## config.mk

```make
export PLATFORM = sky130hd
export DESIGN_NAME = ctsp_lane
export DESIGN_NICKNAME = d
export VERILOG_FILES = /design/src/rtl/ctsp_pkg.sv /design/src/rtl/ctsp_lane.sv
export SDC_FILE = /design/constraint.sdc
export NUM_CORES = 2
export LEC_CHECK = 0
export ABC_AREA = 0
export BUFFER_PORTS_ARGS = -buffer_cell sky130_fd_sc_hd__buf_2
export CAP_MARGIN = 10
export CORE_AREA = 3 3 309 311
export DETAILED_ROUTE_END_ITERATION = 6
export DIE_AREA = 0 0 312 314
export PLACE_DENSITY = 0.81
export SLEW_MARGIN = 20
export SYNTH_ARGS = -nofsm -noshare
export SYNTH_HDL_FRONTEND = slang
export SYNTH_SLANG_ARGS = --single-unit
```

## constraint.sdc

```tcl
create_clock -name clk -period 9.2 [get_ports clk]
set_input_delay 0.92 -clock clk [delete_from_list [all_inputs] [get_ports clk]]
set_output_delay 0.92 -clock clk [all_outputs]
set_load 0.02 [all_outputs]
```

## src/rtl/ctsp_pkg.sv

```systemverilog
// Shared constants for the cube to sphere point map pipeline.
// Depends on nothing; used by the lane module and the top level.
`default_nettype none
package ctsp_pkg;

	// Fixed point format of all coordinates.
	localparam int FRAC_BITS = 14;
	localparam int COORD_W   = 16;
	localparam int ONE       = 1 << FRAC_BITS;

	// Width of a truncated square: values reach ONE * 4 for 16-bit inputs.
	localparam int SQ_W   = 17;
	// Width of the product of two squares after truncation.
	localparam int PAB_W  = 19;
	// Division by three as a reciprocal multiply, exact below 2^RECIP3_SHIFT.
	localparam int RECIP3_SHIFT = 19;
	localparam int RECIP3_W     = 18;
	localparam logic [RECIP3_W-1:0] RECIP3 = RECIP3_W'(((1 << RECIP3_SHIFT) + 2) / 3);
	localparam int THIRD_W = 18;
	// Clamped radicand and the sign-aware sum that produces it.
	localparam int RAD_W   = 17;
	localparam int RSUM_W  = 20;
	// Square root: operand is rad << FRAC_BITS, one result bit per stage.
	localparam int SQRT_N_W  = 32;
	localparam int SQRT_STEPS = SQRT_N_W / 2;
	localparam int ROOT_W    = SQRT_STEPS;
	localparam int REM_W     = ROOT_W + 2;
	// Scaled product width after the final shift.
	localparam int PROD_W    = 2 * COORD_W - FRAC_BITS;

	// Stages: squares, half and cross product, third, radicand,
	// square root steps, final product, output.
	localparam int LATENCY = 4 + SQRT_STEPS + 2;

endpackage
`default_nettype wire

```

## src/rtl/ctsp_lane.sv

```systemverilog
// One output coordinate lane: radicand, pipelined square root, scaling.
// Depends on ctsp_pkg; instantiated three times by the top level.
`default_nettype none
module ctsp_lane (
	input  wire logic                           clk,
	input  wire logic                           en,
	input  wire logic [ctsp_pkg::SQ_W-1:0]      sq_a,
	input  wire logic [ctsp_pkg::SQ_W-1:0]      sq_b,
	input  wire logic [ctsp_pkg::COORD_W-1:0]   mag,
	input  wire logic                           neg,
	output logic [ctsp_pkg::COORD_W-1:0]        result
);
	import ctsp_pkg::*;

	logic [SQ_W-1:0]     half_s2;
	logic [PAB_W-1:0]    pab_s2;
	logic [THIRD_W-1:0]  third_s3;
	logic [SQ_W-1:0]     half_s3;
	logic [RAD_W-1:0]    rad_s4;
	logic [COORD_W-1:0]  mag_s2, mag_s3, mag_s4;
	logic                neg_s2, neg_s3, neg_s4;

	logic [SQ_W:0]              sum_ab;
	logic [2*SQ_W-1:0]          prod_ab;
	logic [PAB_W+RECIP3_W-1:0]  prod_r3;
	logic [RSUM_W-1:0]          rsum;

	// Radicand arithmetic ahead of the root.
	always_comb begin
		sum_ab  = {1'b0, sq_a} + {1'b0, sq_b};
		prod_ab = {{SQ_W{1'b0}}, sq_a} * {{SQ_W{1'b0}}, sq_b};
		prod_r3 = {{RECIP3_W{1'b0}}, pab_s2} * {{PAB_W{1'b0}}, RECIP3};
		rsum    = RSUM_W'(ONE) + RSUM_W'(third_s3) - RSUM_W'(half_s3);
	end

	always_ff @(posedge clk) begin
		if (en) begin
			half_s2  <= sum_ab[SQ_W:1];
			pab_s2   <= prod_ab[FRAC_BITS +: PAB_W];
			mag_s2   <= mag;
			neg_s2   <= neg;
			third_s3 <= prod_r3[RECIP3_SHIFT +: THIRD_W];
			half_s3  <= half_s2;
			mag_s3   <= mag_s2;
			neg_s3   <= neg_s2;
			// A negative radicand is clamped to zero.
			rad_s4   <= rsum[RSUM_W-1] ? '0 : rsum[RAD_W-1:0];
			mag_s4   <= mag_s3;
			neg_s4   <= neg_s3;
		end
	end

	// Restoring square root, one result bit per stage.
	logic [SQRT_N_W-1:0] n_q    [0:SQRT_STEPS-1];
	logic [REM_W-1:0]    rem_q  [0:SQRT_STEPS-1];
	logic [ROOT_W-1:0]   root_q [0:SQRT_STEPS-1];
	logic [COORD_W-1:0]  mag_q  [0:SQRT_STEPS-1];
	logic                neg_q  [0:SQRT_STEPS-1];

	logic [SQRT_N_W-1:0] n_nx    [0:SQRT_STEPS-1];
	logic [REM_W-1:0]    rem_nx  [0:SQRT_STEPS-1];
	logic [ROOT_W-1:0]   root_nx [0:SQRT_STEPS-1];

	always_comb begin
		logic [SQRT_N_W-1:0] src_n;
		logic [REM_W-1:0]    src_rem;
		logic [ROOT_W-1:0]   src_root;
		logic [REM_W+1:0]    shifted;
		logic [REM_W+1:0]    trial;
		for (int k = 0; k < SQRT_STEPS; k++) begin
			if (k == 0) begin
				src_n    = SQRT_N_W'({rad_s4, {FRAC_BITS{1'b0}}});
				src_rem  = '0;
				src_root = '0;
			end else begin
				src_n    = n_q[k-1];
				src_rem  = rem_q[k-1];
				src_root = root_q[k-1];
			end
			shifted = {src_rem, src_n[SQRT_N_W-1 -: 2]};
			trial   = (REM_W+2)'({src_root, 2'b01});
			n_nx[k] = {src_n[SQRT_N_W-3:0], 2'b00};
			if (shifted >= trial) begin
				rem_nx[k]  = REM_W'(shifted - trial);
				root_nx[k] = {src_root[ROOT_W-2:0], 1'b1};
			end else begin
				rem_nx[k]  = shifted[REM_W-1:0];
				root_nx[k] = {src_root[ROOT_W-2:0], 1'b0};
			end
		end
	end

	always_ff @(posedge clk) begin
		if (en) begin
			mag_q[0] <= mag_s4;
			neg_q[0] <= neg_s4;
			for (int k = 0; k < SQRT_STEPS; k++) begin
				n_q[k]    <= n_nx[k];
				rem_q[k]  <= rem_nx[k];
				root_q[k] <= root_nx[k];
			end
			for (int k = 1; k < SQRT_STEPS; k++) begin
				mag_q[k]  <= mag_q[k-1];
				neg_q[k]  <= neg_q[k-1];
			end
		end
	end

	// Scale the coordinate magnitude by the root, then clamp and restore sign.
	logic [2*COORD_W-1:0] prod_full;
	logic [PROD_W-1:0]    prod_s21;
	logic                 neg_s21;
	logic [COORD_W-1:0]   mag_clip;

	always_comb begin
		prod_full = {{(2*COORD_W-COORD_W){1'b0}}, mag_q[SQRT_STEPS-1]}
			* {{(2*COORD_W-ROOT_W){1'b0}}, root_q[SQRT_STEPS-1]};
		mag_clip  = (prod_s21 > PROD_W'(ONE)) ? COORD_W'(ONE) : prod_s21[COORD_W-1:0];
	end

	always_ff @(posedge clk) begin
		if (en) begin
			prod_s21 <= prod_full[FRAC_BITS +: PROD_W];
			neg_s21  <= neg_q[SQRT_STEPS-1];
			result   <= neg_s21 ? (~mag_clip + COORD_W'(1)) : mag_clip;
		end
	end

endmodule
`default_nettype wire

```

### After elaboration in Yosys (flattened, before gate mapping)

Memories as Yosys holds them, arrays and structs flattened. A register that Yosys moved wholly into a read port is not among the register bits.
Cells that the tools add are included.

* flip-flop bits (word level): 173
* bits in writable memories: 1296
* output and inout port bits: 16
* logic and storage cells: 95
* memories: 5

Memory list
* n_q: words 16, bits a word 30, read ports 15, clocked after Yosys merged registers in 0, write ports 16, line ctsp_lane.sv:54 `logic [SQRT_N_W-1:0] n_q [0:SQRT_STEPS-1];`
* rem_q: words 16, bits a word 18, read ports 15, clocked after Yosys merged registers in 0, write ports 16, line ctsp_lane.sv:55 `logic [REM_W-1:0] rem_q [0:SQRT_STEPS-1];`
* mag_q: words 16, bits a word 16, read ports 16, clocked after Yosys merged registers in 0, write ports 16, line ctsp_lane.sv:57 `logic [COORD_W-1:0] mag_q [0:SQRT_STEPS-1];`
* root_q: words 16, bits a word 16, read ports 16, clocked after Yosys merged registers in 0, write ports 16, line ctsp_lane.sv:56 `logic [ROOT_W-1:0] root_q [0:SQRT_STEPS-1];`
* neg_q: words 16, bits a word 1, read ports 16, clocked after Yosys merged registers in 1, write ports 16, line ctsp_lane.sv:58 `logic neg_q [0:SQRT_STEPS-1];`

* add/subtract/negate cells: 20
* multipliers: 3
* order comparisons: 17
* muxes and demuxes: 36
* bitwise gates (word level): 1

Operators with widths (number)
* $ge A20 B18 Y1: 15
* $mux W18: 16
* $sub A18 B18 Y18: 15
* $mul A19 B18 Y37 const B: 1
* $mul A17 B17 Y33: 1
* $mul A16 B16 Y32: 1
* $mux W16: 2
* $sub A19 B17 Y20: 1
* $add A15 B18 Y19 const A: 1
* $add A17 B17 Y18: 1
* $gt A18 B15 Y1 const B: 1
* $mux W1: 18
* $add A16 B1 Y16 const B: 1
* $not A16 Y16: 1
* $sub A1 B1 Y2 const B: 1
* $ge A1 B1 Y1 const B: 1

### Longest topological paths before layout

* depth after elaboration: 5
* mapped depth: 25
* depth with buffers taken out: 24

### Worst setup path after synthesis

No wires, ideal clock.

* path kind: input-to-reg
* from: input sq_b[13] (netlist name)
* to: register pab_s2[18], data pin
* arrival time: 6.582 ns
* data required time: 8.934 ns
* slack: 2.352 ns
* cell stages on the path: 21
* path buffers: 1
* path through: clkbuf_1 > nand2_1 > fa_1 > inv_1 > fa_1 > fa_1 > fa_1 > fa_1 > inv_1 > fa_1 > inv_1 > ha_1 > nor2b_1 > o21ai_0 > nand2b_1 > a221o_1 > a41o_1 > a21o_1 > a2111oi_4 > o41ai_1 > xnor2_1

* longest elaborated chain between the ends: 1

RTL lines
* start, declared: line ctsp_lane.sv:8 `input wire logic [ctsp_pkg::SQ_W-1:0] sq_b,`
* $mul A17 B17 Y33: line ctsp_lane.sv:31 `prod_ab = {{SQ_W{1'b0}}, sq_a} * {{SQ_W{1'b0}}, sq_b};`
* named net prod_ab[32]: line ctsp_lane.sv:24 `logic [2*SQ_W-1:0] prod_ab;`
* end signal, assigned: line ctsp_lane.sv:39 `pab_s2 <= prod_ab[FRAC_BITS +: PAB_W];`
* end, declared: line ctsp_lane.sv:16 `logic [PAB_W-1:0] pab_s2;`

The timed path passes the listed nets, and every way through them passes these cells.
A chain may end at the register's enable or synchronous reset.

==> impl_results.md <==
* Die Ht at 314 um
* # rows at 112
* Largest net degree at the start of global routing at 180
* Vias at 35541
* Filler instances at 6431
* FF-to-FF path depth at 20
* Hold Path Sink: half_s3[16]
* Initial Util at 64.6%
* Startpoint class of the critical path: register
* Final HPWL DP at 81900 um
* CTS tree: built
* Number of routed nets with antenna violations at 0
* Critical Path Sink Type: register
* Fin crit share at 77.9%
* Hold path depth at 0
* H-tree levels at 3
* CP arrival at 7.61 ns
* Slew Limit Fails at 0
* Ys flop type: edfxtp_1
* Synthesis-to-layout area growth at 7.97%
* Ys Warns at 0
* R2R Setup Slk at 2.03 ns
* Post-CTS Setup Repair Bufs at 0
* Setup-failing EPs final at 0
* Hold crit path type: register to register
* Die ar. at 98000 sq um
* Max-cap violations at 0
* Hold_buf cts at 0
* Total CTS buffers at 93
* Nets at 6222
* Minimum clock period at 7.17 ns
* FF+latch count, synth at 894
* Synthesized area at 60100 sq um
* Wire length per cell at 17.7 um
* Synth unique cells at 74
* Core ar. at 93000 sq um
* Register area share after synthesis at 44.7%
* Critical Path RT at 9.64 ns
* Remaining Overflow, GRT at 0
* GP Congestion at 0.926
* Reg-to-Reg Start: root_q[1][114]
* Hold path start: half_s2[16]
* DR iter-0 viols at 2464
* I/O pin total at 69
* DRC at 0
* FMAX at 139 MHz
* Run status: finished clean
* Asr flop ratio synth at 0%
* Synth area leader: edfxtp_1
* CP Max Fanout at 16
* WL final at 114000 um
* Clock Latency Late Sink at 0.67 ns
* Final Hold Fails at 0
* Via density at 5.54
* Clock Sinks at 894
* R2R Path End: prod_s21[11]
* GRT Resource Usage Total at 23.9%
* Layout cells sized above 1 at 5.49%
* Total negative slack at 0 ns
* WS Path Type: register to register
* Slew @ Worst Pin at 1.09 ns
* Vias in the first global route at 37487
* Max-slew headroom at 27.1%
* Buffers on Ports at 68
* First-pass GRT wire length at 187000 um
* Synth Net Count at 6134
* Worst-path clk slew at 0.06 ns
* Synth top area share at 44.7%
* Max Buffers Root-to-Sink at 3
* Clk_skew at 0.0287 ns
* Mapped Avg Cell Area at 12.0 sq um
* EDFF count, synth at 894
* 1st-pass router iterations at 6
* Antenna violations before repair at 1
* Post-CTS Resized at 0
* Die Wd at 312 um
* Root Driver: clkbuf_16
* RSZ-0062 raised after global routing: false
* Gate count of the mapped netlist at 4988
* Synth area leaders: edfxtp_1 45%, fa_1 18%, ha_1 11%
## synthesized netlist by cell type, types with 25 or more instances
| library cell | count |
|---|---|
| ha_1 | 552 |
| nor4_1 | 25 |
| mux2_2 | 35 |
| xor2_1 | 93 |
| and2_1 | 259 |
| nor2_1 | 175 |
| nor2b_1 | 41 |
| clkbuf_1 | 81 |
| edfxtp_1 | 894 |
| o21ai_0 | 135 |
| a21oi_1 | 134 |
| nor3_1 | 59 |
| o21bai_1 | 26 |
| nand3_1 | 33 |
| inv_1 | 942 |
| fa_1 | 541 |
| xnor2_1 | 158 |
| o21a_1 | 32 |
| nand2_1 | 446 |
| a21o_1 | 57 |
| nand2b_1 | 35 |
## layer usage
| metal | vias to the layer above | part of all wire [%] | GRT usage, % |
|---|---|---|---|
| li1 | 16679 | - | - |
| met1 | 17614 | 39 | 29.7 |
| met2 | 952 | 51 | 42.0 |
| met3 | 296 | 5.1 | 3.46 |
| met4 | 0 | 4.3 | 10.6 |
| met5 | - | 0 | 0 |
## worst max-delay path, cell delays in order, from the launching register on
cell and delay, ns:
edfxtp_1 0.92, nand2_1 0.18, fa_1 0.56, fa_1 0.45, fa_1 0.52, inv_1 0.06
fa_1 0.48, fa_1 0.55, inv_1 0.06, fa_1 0.53, inv_1 0.05, ha_1 0.28
and3_1 0.20, nand2_1 0.06, o221ai_1 0.52, a21oi_1 0.18, o21ai_0 0.64, o21ai_0 0.16
nand2b_1 0.13, a21oi_1 0.09, xnor2_1 0.30
## layout by cell type, fill, tap and decap left out, types with 67 or more instances in the layout
master and n:
fa_1 541, buf_2 67, inv_1 942, xor2_1 93, nor2_1 175, and2_1 259, xnor2_1 158, nand2_1 446
a21oi_1 134, edfxtp_1 894, o21ai_0 135, ha_1 552, clkbuf_16 94
## sequential cells by signal, summed over array words and instances, names as in the netlist
| signal | flops |
|---|---|
| neg_s21 | 1 |
| mag_s2 | 16 |
| neg_s3 | 1 |
| root_q | 136 |
| result | 16 |
| prod_s21 | 18 |
| mag_s4 | 16 |
| rem_q | 240 |
| neg_s4 | 1 |
| half_s3 | 17 |
| mag_s3 | 16 |
| mag_q | 256 |
| third_s3 | 18 |
| pab_s2 | 19 |
| neg_s2 | 1 |
| half_s2 | 17 |
| rad_s4 | 17 |
| neg_q | 16 |
| n_q | 72 |
## worst max path at each step
| stage | from | end | slack [ns] |
|---|---|---|---|
| 2_1_floorplan | sq_b[13] | pab_s2[18] | 2.35 |
| 3_3_place_gp | sq_a[7] | pab_s2[18] | 1.78 |
| 3_5_place_dp | sq_a[7] | pab_s2[18] | 1.68 |
| 4_1_cts | root_q[1][118] | prod_s21[17] | 2.10 |
| 5_1_grt | root_q[1][115] | prod_s21[17] | 1.67 |
| 6_report | root_q[1][114] | prod_s21[11] | 2.03 |
## through the flow
stage                     area, sq um  instances  setup slack, ns  hold slack (ns)  util [%]
after floorplan                 60100       4988             2.35            0.400         -
after global placement          61800       6235             1.78            0.400      66.4
after detailed placement        61800       6235             1.68            0.405      66.4
after CTS                       64900       6409             2.10            0.378      69.7
after global routing            64900       6409             1.67            0.401      69.7
final                           64900       6410             2.03            0.391      69.7
## area by class of cell
cell class	count	area [sq um]	area share, %
antenna	1	2.50	0.00386
clock inverter	67	676	1.04
inverter	943	3540	5.46
multi-input combinational	3061	29300	45.2
clock buffer	107	2400	3.70
tap	1254	1570	2.42
sequential	894	26800	41.4
timing repair buffer	83	488	0.752
## kinds of logic (layout without fill, tap and decap cells)
family | count (synthesis) | in the layout | share of synthesized area [%]
AOI/OAI and AO/OA | 509 | 509 | 5.35
DFF | 894 | 894 | 44.7
and+or+nand+nor | 1167 | 1167 | 9.58
buffers and inverters | 1033 | 1200 | 6.47
xor gates and xnor gates | 251 | 251 | 3.66
other | 1 | 2 | 0.00624
adders and majority gates | 1093 | 1093 | 29.5
muxes | 40 | 40 | 0.739
Power is left out: the tool's default activity adds up to more than one toggle a clock period on the data nets, which glitch-free logic cannot reach.
